--- config.mk ---
export PLATFORM = sky130hd
export DESIGN_NAME = dns_query_name_extractor
export DESIGN_NICKNAME = d
export VERILOG_FILES = /design/src/design/dqne_pkg.sv /design/src/design/dns_query_name_extractor.sv
export SDC_FILE = /design/constraint.sdc
export NUM_CORES = 1
export LEC_CHECK = 0
export BUFFER_PORTS_ARGS = -buffer_cell sky130_fd_sc_hd__buf_2
export CORE_MARGIN = 2
export CORE_UTILIZATION = 60
export DETAILED_ROUTE_END_ITERATION = 7
export PLACE_DENSITY = 0.82
export SYNTH_ARGS = -nofsm -noshare
export SYNTH_HDL_FRONTEND = slang
export SYNTH_SLANG_ARGS = --single-unit
--- constraint.sdc ---
create_clock -name i_clk -period 13.9 [get_ports i_clk]
set_clock_uncertainty 0.2 [all_clocks]
set_input_delay 4.17 -clock i_clk [delete_from_list [all_inputs] [get_ports i_clk]]
set_output_delay 4.17 -clock i_clk [all_outputs]
set_load 0.1 [all_outputs]
--- src/design/dqne_pkg.sv ---
// Shared types and constants for the DNS query name extractor.
`default_nettype none

package dqne_pkg;

    // Configuration register indexes
    localparam logic [1:0] CFG_WATCHED_PORT = 2'd0;
    localparam logic [1:0] CFG_LINK_BYTES   = 2'd1;
    localparam logic [1:0] CFG_MAX_LABELS   = 2'd2;

    localparam logic [15:0] RST_WATCHED_PORT = 16'd53;
    localparam logic [6:0]  RST_LINK_BYTES   = 7'd14;
    localparam logic [3:0]  RST_MAX_LABELS   = 4'd5;

    localparam int OUT_TOTAL_W = 48;

    localparam logic [3:0]  IP_VER6      = 4'd6;
    localparam logic [3:0]  IHL_MIN      = 4'd5;
    localparam logic [7:0]  PROTO_UDP    = 8'd17;
    localparam logic [7:0]  PROTO_ROUTE  = 8'd43;
    localparam logic [7:0]  PROTO_FRAG   = 8'd44;
    localparam logic [7:0]  PROTO_ESP    = 8'd50;
    localparam logic [7:0]  PROTO_AH     = 8'd51;
    localparam logic [7:0]  PROTO_DSTOPT = 8'd60;

    localparam logic [7:0]  CHAR_DOT   = 8'd46;
    localparam logic [7:0]  CHAR_SLASH = 8'd47;

    localparam logic [11:0] IP6_HDR_BYTES  = 12'd40;
    localparam logic [11:0] EXT_MIN_BYTES  = 12'd8;
    localparam logic [11:0] UDP_HDR_BYTES  = 12'd8;
    localparam logic [11:0] DNS_HDR_BYTES  = 12'd12;
    localparam logic [11:0] TAIL_BYTES     = 12'd4;
    localparam logic [11:0] OFS_IP4_PROTO  = 12'd9;
    localparam logic [11:0] OFS_IP6_NEXT   = 12'd6;
    localparam logic [11:0] OFS_PORT_HI    = 12'd2;
    localparam logic [11:0] OFS_PORT_LO    = 12'd3;
    localparam logic [11:0] OFS_QD_HI      = 12'd4;
    localparam logic [11:0] OFS_QD_LO      = 12'd5;
    localparam logic [3:0]  LABELS_CAP     = 4'd15;

    // One result item
    typedef struct packed {
        logic        kind;
        logic [7:0]  char_value;
        logic        is_dns;
        logic [3:0]  ip_version;
        logic [OUT_TOTAL_W-1:0] byte_total;
        logic        last;
    } t_result;

    function automatic logic is_ext_header(input logic [7:0] p);
        return (p == PROTO_ROUTE) || (p == PROTO_FRAG) || (p == PROTO_ESP) ||
               (p == PROTO_AH) || (p == PROTO_DSTOPT);
    endfunction

endpackage

`default_nettype wire

--- src/design/dns_query_name_extractor.sv ---
// Top level: frame byte parser that extracts DNS question names.
// Results go into a four-entry result queue as their input beats are accepted and
// leave it on the master side at one per cycle while m_axis_tready is high.
// Up to two results per beat; one beat is taken per cycle while the queue has room.
// The slave side stalls only while that queue has fewer than two free places.
// Reset is synchronous and active low; it restores the register defaults.
`default_nettype none

module dns_query_name_extractor #(
    parameter int TOTAL_BITS = 48
) (
    input  wire         i_clk,
    input  wire         i_rst_n,
    input  wire         s_axis_tvalid,
    output logic        s_axis_tready,
    input  wire  [7:0]  s_axis_tdata,   // frame_byte
    input  wire         s_axis_tlast,   // frame_end
    output logic        m_axis_tvalid,
    input  wire         m_axis_tready,
    // char_value[7:0], is_dns[8], ip_version[12:9], byte_total[60:13], zeros
    output logic [63:0] m_axis_tdata,
    output logic        m_axis_tuser,   // kind
    output logic        m_axis_tlast,   // last
    input  wire         i_cfg_we,
    input  wire  [1:0]  i_cfg_index,
    input  wire  [15:0] i_cfg_data
);

    typedef enum logic [3:0] {
        PH_LINK, PH_IP4, PH_IP6, PH_EXT, PH_UDP,
        PH_DNSHDR, PH_LEN, PH_LABEL, PH_TAIL, PH_IDLE
    } t_phase;

    localparam int DEPTH = 4;
    localparam int PTR_W = $clog2(DEPTH);
    localparam int CNT_W = $clog2(DEPTH + 1);

    logic [15:0] r_watched_port;
    logic [6:0]  r_link_bytes;
    logic [3:0]  r_max_labels;

    t_phase      r_phase, n_phase;
    logic [11:0] r_offset, n_offset;
    logic [11:0] r_section_end, n_section_end;
    logic [7:0]  r_next_proto, n_next_proto;
    logic [3:0]  r_version, n_version;
    logic [15:0] r_port, n_port;
    logic [15:0] r_questions, n_questions;
    logic [7:0]  r_label_left, n_label_left;
    logic [3:0]  r_labels_seen, n_labels_seen;
    logic        r_dns_flag, n_dns_flag;
    logic [TOTAL_BITS-1:0] r_running, n_running;

    dqne_pkg::t_result r_queue [DEPTH];
    logic [PTR_W-1:0] r_wr_ptr, r_rd_ptr;
    logic [CNT_W-1:0] r_count, n_count;

    logic        accept, pop;
    logic        ch_valid;
    logic [7:0]  ch_value;
    logic        after_hdr;
    logic [11:0] offset_inc;
    logic [11:0] ihl_bytes;
    logic [3:0]  ihl;
    logic [7:0]  label_dec;
    logic [15:0] questions_dec;
    logic [63:0] total_ext;
    dqne_pkg::t_result char_res, sum_res;
    logic [1:0]  push_n;

    assign s_axis_tready = (r_count <= CNT_W'(DEPTH - 2));
    assign accept        = s_axis_tvalid && s_axis_tready;
    assign m_axis_tvalid = (r_count != '0);
    assign pop           = m_axis_tvalid && m_axis_tready;

    // Byte parser: next state from the current state and the accepted byte.
    always_comb begin
        n_phase       = r_phase;
        n_offset      = r_offset;
        n_section_end = r_section_end;
        n_next_proto  = r_next_proto;
        n_version     = r_version;
        n_port        = r_port;
        n_questions   = r_questions;
        n_label_left  = r_label_left;
        n_labels_seen = r_labels_seen;
        n_dns_flag    = r_dns_flag;
        ch_valid      = 1'b0;
        ch_value      = s_axis_tdata;
        after_hdr     = 1'b0;
        offset_inc    = r_offset + 12'd1;
        ihl           = (s_axis_tdata[3:0] < dqne_pkg::IHL_MIN) ? dqne_pkg::IHL_MIN
                                                                : s_axis_tdata[3:0];
        ihl_bytes     = {6'd0, ihl, 2'b00};
        label_dec     = r_label_left - 8'd1;
        questions_dec = r_questions - 16'd1;

        n_running = (r_running != '1) ? r_running + TOTAL_BITS'(1) : r_running;

        unique case (r_phase)
            PH_LINK: begin
                if (r_offset < {5'd0, r_link_bytes}) begin
                    n_offset = offset_inc;
                end else begin
                    n_version = s_axis_tdata[7:4];
                    n_offset  = 12'd1;
                    if (s_axis_tdata[7:4] == dqne_pkg::IP_VER6) begin
                        n_phase = PH_IP6;
                    end else begin
                        n_section_end = ihl_bytes;
                        n_phase       = PH_IP4;
                    end
                end
            end
            PH_IP4: begin
                if (r_offset == dqne_pkg::OFS_IP4_PROTO) n_next_proto = s_axis_tdata;
                n_offset = offset_inc;
                if (offset_inc >= r_section_end) after_hdr = 1'b1;
            end
            PH_IP6: begin
                if (r_offset == dqne_pkg::OFS_IP6_NEXT) n_next_proto = s_axis_tdata;
                n_offset = offset_inc;
                if (offset_inc >= dqne_pkg::IP6_HDR_BYTES) after_hdr = 1'b1;
            end
            PH_EXT: begin
                if (r_offset == 12'd0) begin
                    n_next_proto = s_axis_tdata;
                end else if (r_offset == 12'd1) begin
                    n_section_end = {1'b0, s_axis_tdata, 3'b000} + dqne_pkg::EXT_MIN_BYTES;
                end
                n_offset = offset_inc;
                if (offset_inc >= n_section_end) after_hdr = 1'b1;
            end
            PH_UDP: begin
                if (r_offset == dqne_pkg::OFS_PORT_HI) begin
                    n_port = {s_axis_tdata, 8'h00};
                end else if (r_offset == dqne_pkg::OFS_PORT_LO) begin
                    n_port     = {r_port[15:8], s_axis_tdata};
                    n_dns_flag = ({r_port[15:8], s_axis_tdata} == r_watched_port);
                end
                n_offset = offset_inc;
                if (offset_inc >= dqne_pkg::UDP_HDR_BYTES) begin
                    n_offset = 12'd0;
                    n_phase  = n_dns_flag ? PH_DNSHDR : PH_IDLE;
                end
            end
            PH_DNSHDR: begin
                if (r_offset == dqne_pkg::OFS_QD_HI) begin
                    n_questions = {s_axis_tdata, 8'h00};
                end else if (r_offset == dqne_pkg::OFS_QD_LO) begin
                    n_questions = {r_questions[15:8], s_axis_tdata};
                end
                n_offset = offset_inc;
                if (offset_inc >= dqne_pkg::DNS_HDR_BYTES) begin
                    n_offset      = 12'd0;
                    n_labels_seen = 4'd0;
                    n_phase       = (n_questions != 16'd0) ? PH_LEN : PH_IDLE;
                end
            end
            PH_LEN: begin
                if (s_axis_tdata == 8'd0) begin
                    n_offset = 12'd0;
                    n_phase  = PH_TAIL;
                end else begin
                    n_label_left = s_axis_tdata;
                    if ((r_labels_seen != 4'd0) && (r_labels_seen < r_max_labels)) begin
                        ch_valid = 1'b1;
                        ch_value = dqne_pkg::CHAR_DOT;
                    end
                    n_phase = PH_LABEL;
                end
            end
            PH_LABEL: begin
                if (r_labels_seen < r_max_labels) ch_valid = 1'b1;
                n_label_left = label_dec;
                if (label_dec == 8'd0) begin
                    if (r_labels_seen < dqne_pkg::LABELS_CAP) begin
                        n_labels_seen = r_labels_seen + 4'd1;
                    end
                    n_phase = PH_LEN;
                end
            end
            PH_TAIL: begin
                n_offset = offset_inc;
                if (offset_inc >= dqne_pkg::TAIL_BYTES) begin
                    n_offset      = 12'd0;
                    n_labels_seen = 4'd0;
                    n_questions   = questions_dec;
                    if (questions_dec != 16'd0) begin
                        ch_valid = 1'b1;
                        ch_value = dqne_pkg::CHAR_SLASH;
                        n_phase  = PH_LEN;
                    end else begin
                        n_phase = PH_IDLE;
                    end
                end
            end
            default: begin
            end
        endcase

        // End of the IP header or of an extension header.
        if (after_hdr) begin
            n_offset = 12'd0;
            if ((r_version == dqne_pkg::IP_VER6) && dqne_pkg::is_ext_header(n_next_proto)) begin
                n_phase       = PH_EXT;
                n_section_end = dqne_pkg::EXT_MIN_BYTES;
            end else if (n_next_proto == dqne_pkg::PROTO_UDP) begin
                n_phase = PH_UDP;
            end else begin
                n_phase = PH_IDLE;
            end
        end

        total_ext = 64'(n_running);

        char_res            = '0;
        char_res.char_value = ch_value;

        sum_res            = '0;
        sum_res.kind       = 1'b1;
        sum_res.is_dns     = n_dns_flag;
        sum_res.ip_version = n_version;
        sum_res.byte_total = total_ext[dqne_pkg::OUT_TOTAL_W-1:0];
        sum_res.last       = 1'b1;

        push_n = accept ? ({1'b0, ch_valid} + {1'b0, s_axis_tlast}) : 2'd0;
        n_count = r_count + CNT_W'(push_n) - CNT_W'(pop);
    end

    // Parser state, configuration and queue control.
    always_ff @(posedge i_clk) begin
        if (!i_rst_n) begin
            r_watched_port <= dqne_pkg::RST_WATCHED_PORT;
            r_link_bytes   <= dqne_pkg::RST_LINK_BYTES;
            r_max_labels   <= dqne_pkg::RST_MAX_LABELS;
            r_phase        <= PH_LINK;
            r_offset       <= '0;
            r_section_end  <= '0;
            r_next_proto   <= '0;
            r_version      <= '0;
            r_port         <= '0;
            r_questions    <= '0;
            r_label_left   <= '0;
            r_labels_seen  <= '0;
            r_dns_flag     <= 1'b0;
            r_running      <= '0;
            r_wr_ptr       <= '0;
            r_rd_ptr       <= '0;
            r_count        <= '0;
        end else begin
            if (i_cfg_we) begin
                unique case (i_cfg_index)
                    dqne_pkg::CFG_WATCHED_PORT: r_watched_port <= i_cfg_data;
                    dqne_pkg::CFG_LINK_BYTES:   r_link_bytes   <= i_cfg_data[6:0];
                    dqne_pkg::CFG_MAX_LABELS:   r_max_labels   <= i_cfg_data[3:0];
                    default: begin
                    end
                endcase
            end
            if (accept) begin
                r_running <= n_running;
                if (s_axis_tlast) begin
                    // Every frame starts from a clean parser.
                    r_phase       <= PH_LINK;
                    r_offset      <= '0;
                    r_section_end <= '0;
                    r_next_proto  <= '0;
                    r_version     <= '0;
                    r_port        <= '0;
                    r_questions   <= '0;
                    r_label_left  <= '0;
                    r_labels_seen <= '0;
                    r_dns_flag    <= 1'b0;
                end else begin
                    r_phase       <= n_phase;
                    r_offset      <= n_offset;
                    r_section_end <= n_section_end;
                    r_next_proto  <= n_next_proto;
                    r_version     <= n_version;
                    r_port        <= n_port;
                    r_questions   <= n_questions;
                    r_label_left  <= n_label_left;
                    r_labels_seen <= n_labels_seen;
                    r_dns_flag    <= n_dns_flag;
                end
            end
            r_wr_ptr <= r_wr_ptr + PTR_W'(push_n);
            if (pop) r_rd_ptr <= r_rd_ptr + PTR_W'(1);
            r_count <= n_count;
        end
    end

    // Result queue storage; a character always goes ahead of the summary.
    always_ff @(posedge i_clk) begin
        if (accept) begin
            if (ch_valid) begin
                r_queue[r_wr_ptr] <= char_res;
                if (s_axis_tlast) r_queue[r_wr_ptr + PTR_W'(1)] <= sum_res;
            end else if (s_axis_tlast) begin
                r_queue[r_wr_ptr] <= sum_res;
            end
        end
    end

    dqne_pkg::t_result head;

    always_comb begin
        head          = r_queue[r_rd_ptr];
        m_axis_tdata  = {3'b000, head.byte_total, head.ip_version, head.is_dns,
                         head.char_value};
        m_axis_tuser  = head.kind;
        m_axis_tlast  = head.last;
    end

`ifndef NO_ASSERTIONS
    a_count_bound: assert property (@(posedge i_clk) disable iff (!i_rst_n)
        r_count <= CNT_W'(DEPTH))
        else $error("result queue overflow");

    a_reset_empty: assert property (@(posedge i_clk)
        !i_rst_n |=> (r_count == '0))
        else $error("queue not empty after reset");

    a_kind_last: assert property (@(posedge i_clk) disable iff (!i_rst_n)
        m_axis_tvalid |-> (m_axis_tuser == m_axis_tlast))
        else $error("summary and last flag disagree");

    a_frame_restart: assert property (@(posedge i_clk) disable iff (!i_rst_n)
        (s_axis_tvalid && s_axis_tready && s_axis_tlast) |=>
            (r_phase == PH_LINK) && (r_offset == '0))
        else $error("parser not restarted after frame end");
`endif

endmodule

`default_nettype wire

==> flow_metrics.py <==
metrics = {
    "logic_synthesis": {
        "ys_async_sr_fraction": 0,
        "synth_top_area_share": 0.2975,
        "yosysWarnings": 0,
        "yosysSeqAreaShare": 0.4818,
        "synth-seq-cells": 409,
        "yosysTopAreaCell": "edfxtp_1",
        "yosysUniqueCellTypes": 93,
        "synth-main-ff-cell": "edfxtp_1",
        "synth_edf_count": 212,
        "synth_area_leaders": "edfxtp_1 (30%), dfxtp_1 (18%), mux4_2 (6.5%)",
        "synth_area_um2": 21400,
        "synth_cells": 2131,
        "synth_area_per_cell_um2": 10.04,
    },
    "min_path": {
        "hold_path.class": "reg -> reg",
        "hold_path_depth": 2,
    },
    "global_route": {
        "use_met2": 0.5092,
        "grt.overflow.total": 0,
        "top_usage_layer": "met2",
        "grt_use_met1": 0.3519,
        "antenna_found_initial": 0,
        "grt_pass1_vias": 16187,
        "gr-usage-met3": 0.04546,
        "grt_util_all_layers": 0.2866,
        "grt_first_pass_wirelength_mm": 84.08,
        "grt_max_degree": 86,
    },
    "critical_path": {
        "ff2ff_path_depth": 13,
        "path_class": "in -> reg",
        "worstPathMaxFanout": 54,
        "worst_setup_path_start_kind": "input pin",
        "critical_path_arrival_ns": 8.28,
        "worst_ep_required_time_ns": 13.88,
        "endpoint_kind": "register",
    },
    "layout": {
        "post-route-cell-area_um2": 23430,
        "drive_gt1_frac": 0.1330,
        "register_area_um2": 10310,
        "diodes": 0,
        "final_util": 0.6635,
        "area_growth_syn_to_layout_pct": 9.496,
        "layout.nets": 2247,
        "fin_cells": 2657,
        "multiInputGateArea_um2": 10290,
        "filler_cell_count": 2657,
    },
    "clock_network": {
        "path_clk_slew_ns": 0.06,
        "numClockSinks": 409,
        "htree_num_levels": 2,
        "clkLatencyLatePin_ns": 0.57,
        "clockBufferDepth": 3,
        "cts_tree": "built",
        "cts_hold_buffers": 0,
        "cts_resized": 0,
        "postCtsSetupBuffers": 0,
        "cts_buffers": 42,
        "cts_root_buffer": "clkbuf_16",
    },
    "drt": {
        "ant_nets": 0,
        "drc_errors": 0,
        "drtPass1Iterations": 5,
        "vias": 16480,
        "routedWlPerCell_um": 19.78,
        "drt_iter0_markers": 1646,
        "wirelength_mm": 52.56,
        "via_per_inst": 6.202,
    },
    "sta": {
        "maxSlewViolCount": 0,
        "setup_tns_ns": 0,
        "max_slew_margin": 0.1650,
        "max_freq_mhz": 120.5,
        "fin_crit_ns": 8.298,
        "tightest_slew_ns": 1.241,
        "hold_viol": 0,
        "rsz0062_at_grt": "no",
        "fin_crit_sh": 0.5970,
        "setup_violations": 0,
    },
    "die": {
        "die_w_um": 192.8,
        "die_area_um2": 37190,
        "rows": 69,
        "boundaryPins": 100,
        "core-area_um2": 35310,
        "die_h_um": 192.8,
        "start_util": 0.6060,
    },
    "place": {
        "place_area_um2": 22060,
        "gp_congestion": 0.9335,
        "port_buffers": 96,
        "dp_cells": 2579,
        "place.detailed.hpwl_mm": 33.97,
    },
    "pwr": {
        "p_switching_mw": 1.415,
        "pwr-share-clk": 0.306,
        "power.density_nw_per_um2": 156.8,
        "p_sw_frac": 0.3850,
        "peakVddDrop_v": 0.0001607,
        "combPwrFrac": 0.314,
        "leakagePower_nw": 8.014,
        "intPower_mw": 2.260,
        "pwr-share-seq": 0.379,
    },
    "flow_run": {
        "cap_violations": 0,
    },
    "run_status": {
        "status": "completed",
    },
}
==> metrics by stage <==
step / hold slack, ns / setup slack, ns / power, mW
6_report: 0.2682 / 5.602 / 3.674
5_1_grt: 0.2983 / 5.330 / 3.798
3_5_place_dp: 0.2581 / 5.101 / 2.576
4_1_cts: 0.2663 / 5.698 / 3.693
3_3_place_gp: 0.2503 / 5.254 / 2.558
2_1_floorplan: 0.2328 / 5.351 / 2.385
==> area by class of cell <==
cell class                 instances  area share
multi-input combinational       1526      0.4394
clock inverter                    13    0.006943
clock buffer                      65     0.05138
tap                              461     0.02462
sequential                       409      0.4403
timing repair buffer             114     0.02638
inverter                          69     0.01105
==> worst paths after layout <==
check / start / end / slack, ns
worst min register to register: r_section_end[1]$_SDFFE_PN0P_ / r_section_end[1]$_SDFFE_PN0P_ / 0.27
worst max register to register: r_offset[0]$_SDFFE_PN0P_ / r_queue[1][18]$_DFFE_PP_ / 8.20
worst max-delay path: s_axis_tdata[2] / r_queue[1][18]$_DFFE_PP_ / 5.60
worst min-delay path: r_section_end[1]$_SDFFE_PN0P_ / r_section_end[1]$_SDFFE_PN0P_ / 0.27
==> power groups by stage <==
stage,registers (mW),clock network [mW],logic (mW)
after floorplan,1.39,0,0.991
after global placement,1.41,0,1.15
after detailed placement,1.42,0,1.16
after CTS,1.39,1.14,1.16
after global routing,1.40,1.19,1.21
final,1.39,1.13,1.16
==> routing by layer <==
metal | share of wire | up-vias
met5 | 0 | -
li1 | - | 7694
met2 | 0.51 | 688
met4 | 0.030 | 0
met3 | 0.066 | 114
met1 | 0.40 | 7984
==> registers in the layout, indices dropped and copies added, names as in the netlist, named ones only <==
register / count
r_label_left: 8
r_queue: 248
r_max_labels: 4
r_running: 48
r_dns_flag: 1
r_rd_ptr: 2
r_port: 8
r_wr_ptr: 2
r_questions: 16
r_watched_port: 16
r_offset: 12
r_section_end: 12
r_link_bytes: 7
r_count: 3
r_phase: 4
r_next_proto: 8
r_labels_seen: 4
r_version: 4
==> logic make-up after synthesis <==
logic type / count (synthesis) / synth area share
buf+inv: 198 / 0.03807
simple gates: 911 / 0.2043
other cells: 1 / 0.0001753
xor+xnor: 119 / 0.04871
flops: 409 / 0.4818
fa+ha+maj: 53 / 0.03134
compound gates: 345 / 0.1147
mux: 95 / 0.08081
==> layout by cell type, fill, tap and decap left out, drive strengths merged, types with 65 or more instances in the layout <==
cell / n
nor2: 354
xnor2: 70
o21ai: 82
clkbuf: 65
nand3: 68
buf: 114
inv: 69
edfxtp: 212
dfxtp: 197
nand2: 195
==> synth_stat cells, types with 35 or more instances <==
| master | count |
|---|---|
| clkbuf_1 | 98 |
| edfxtp_1 | 212 |
| nand3_1 | 68 |
| dfxtp_1 | 197 |
| a21boi_0 | 35 |
| a21oi_1 | 47 |
| inv_1 | 68 |
| nand2_1 | 194 |
| ha_1 | 52 |
| xnor2_1 | 70 |
| nor2b_1 | 37 |
| nor2_1 | 353 |
| o21ai_0 | 70 |
| mux4_2 | 62 |
| and2_1 | 55 |
| xor2_1 | 49 |
==> critical path, stage by stage <==
cell	delay, ns
buf_2	0.24
nor4_1	0.39
nand3_1	0.19
and2_1	0.28
a21oi_1	0.57
and2_1	0.24
ha_1	0.26
inv_1	0.19
a311oi_2	0.78
or2_2	0.24
buf_4	0.63
No activity file was read; power rests on OpenSTA's default activity.
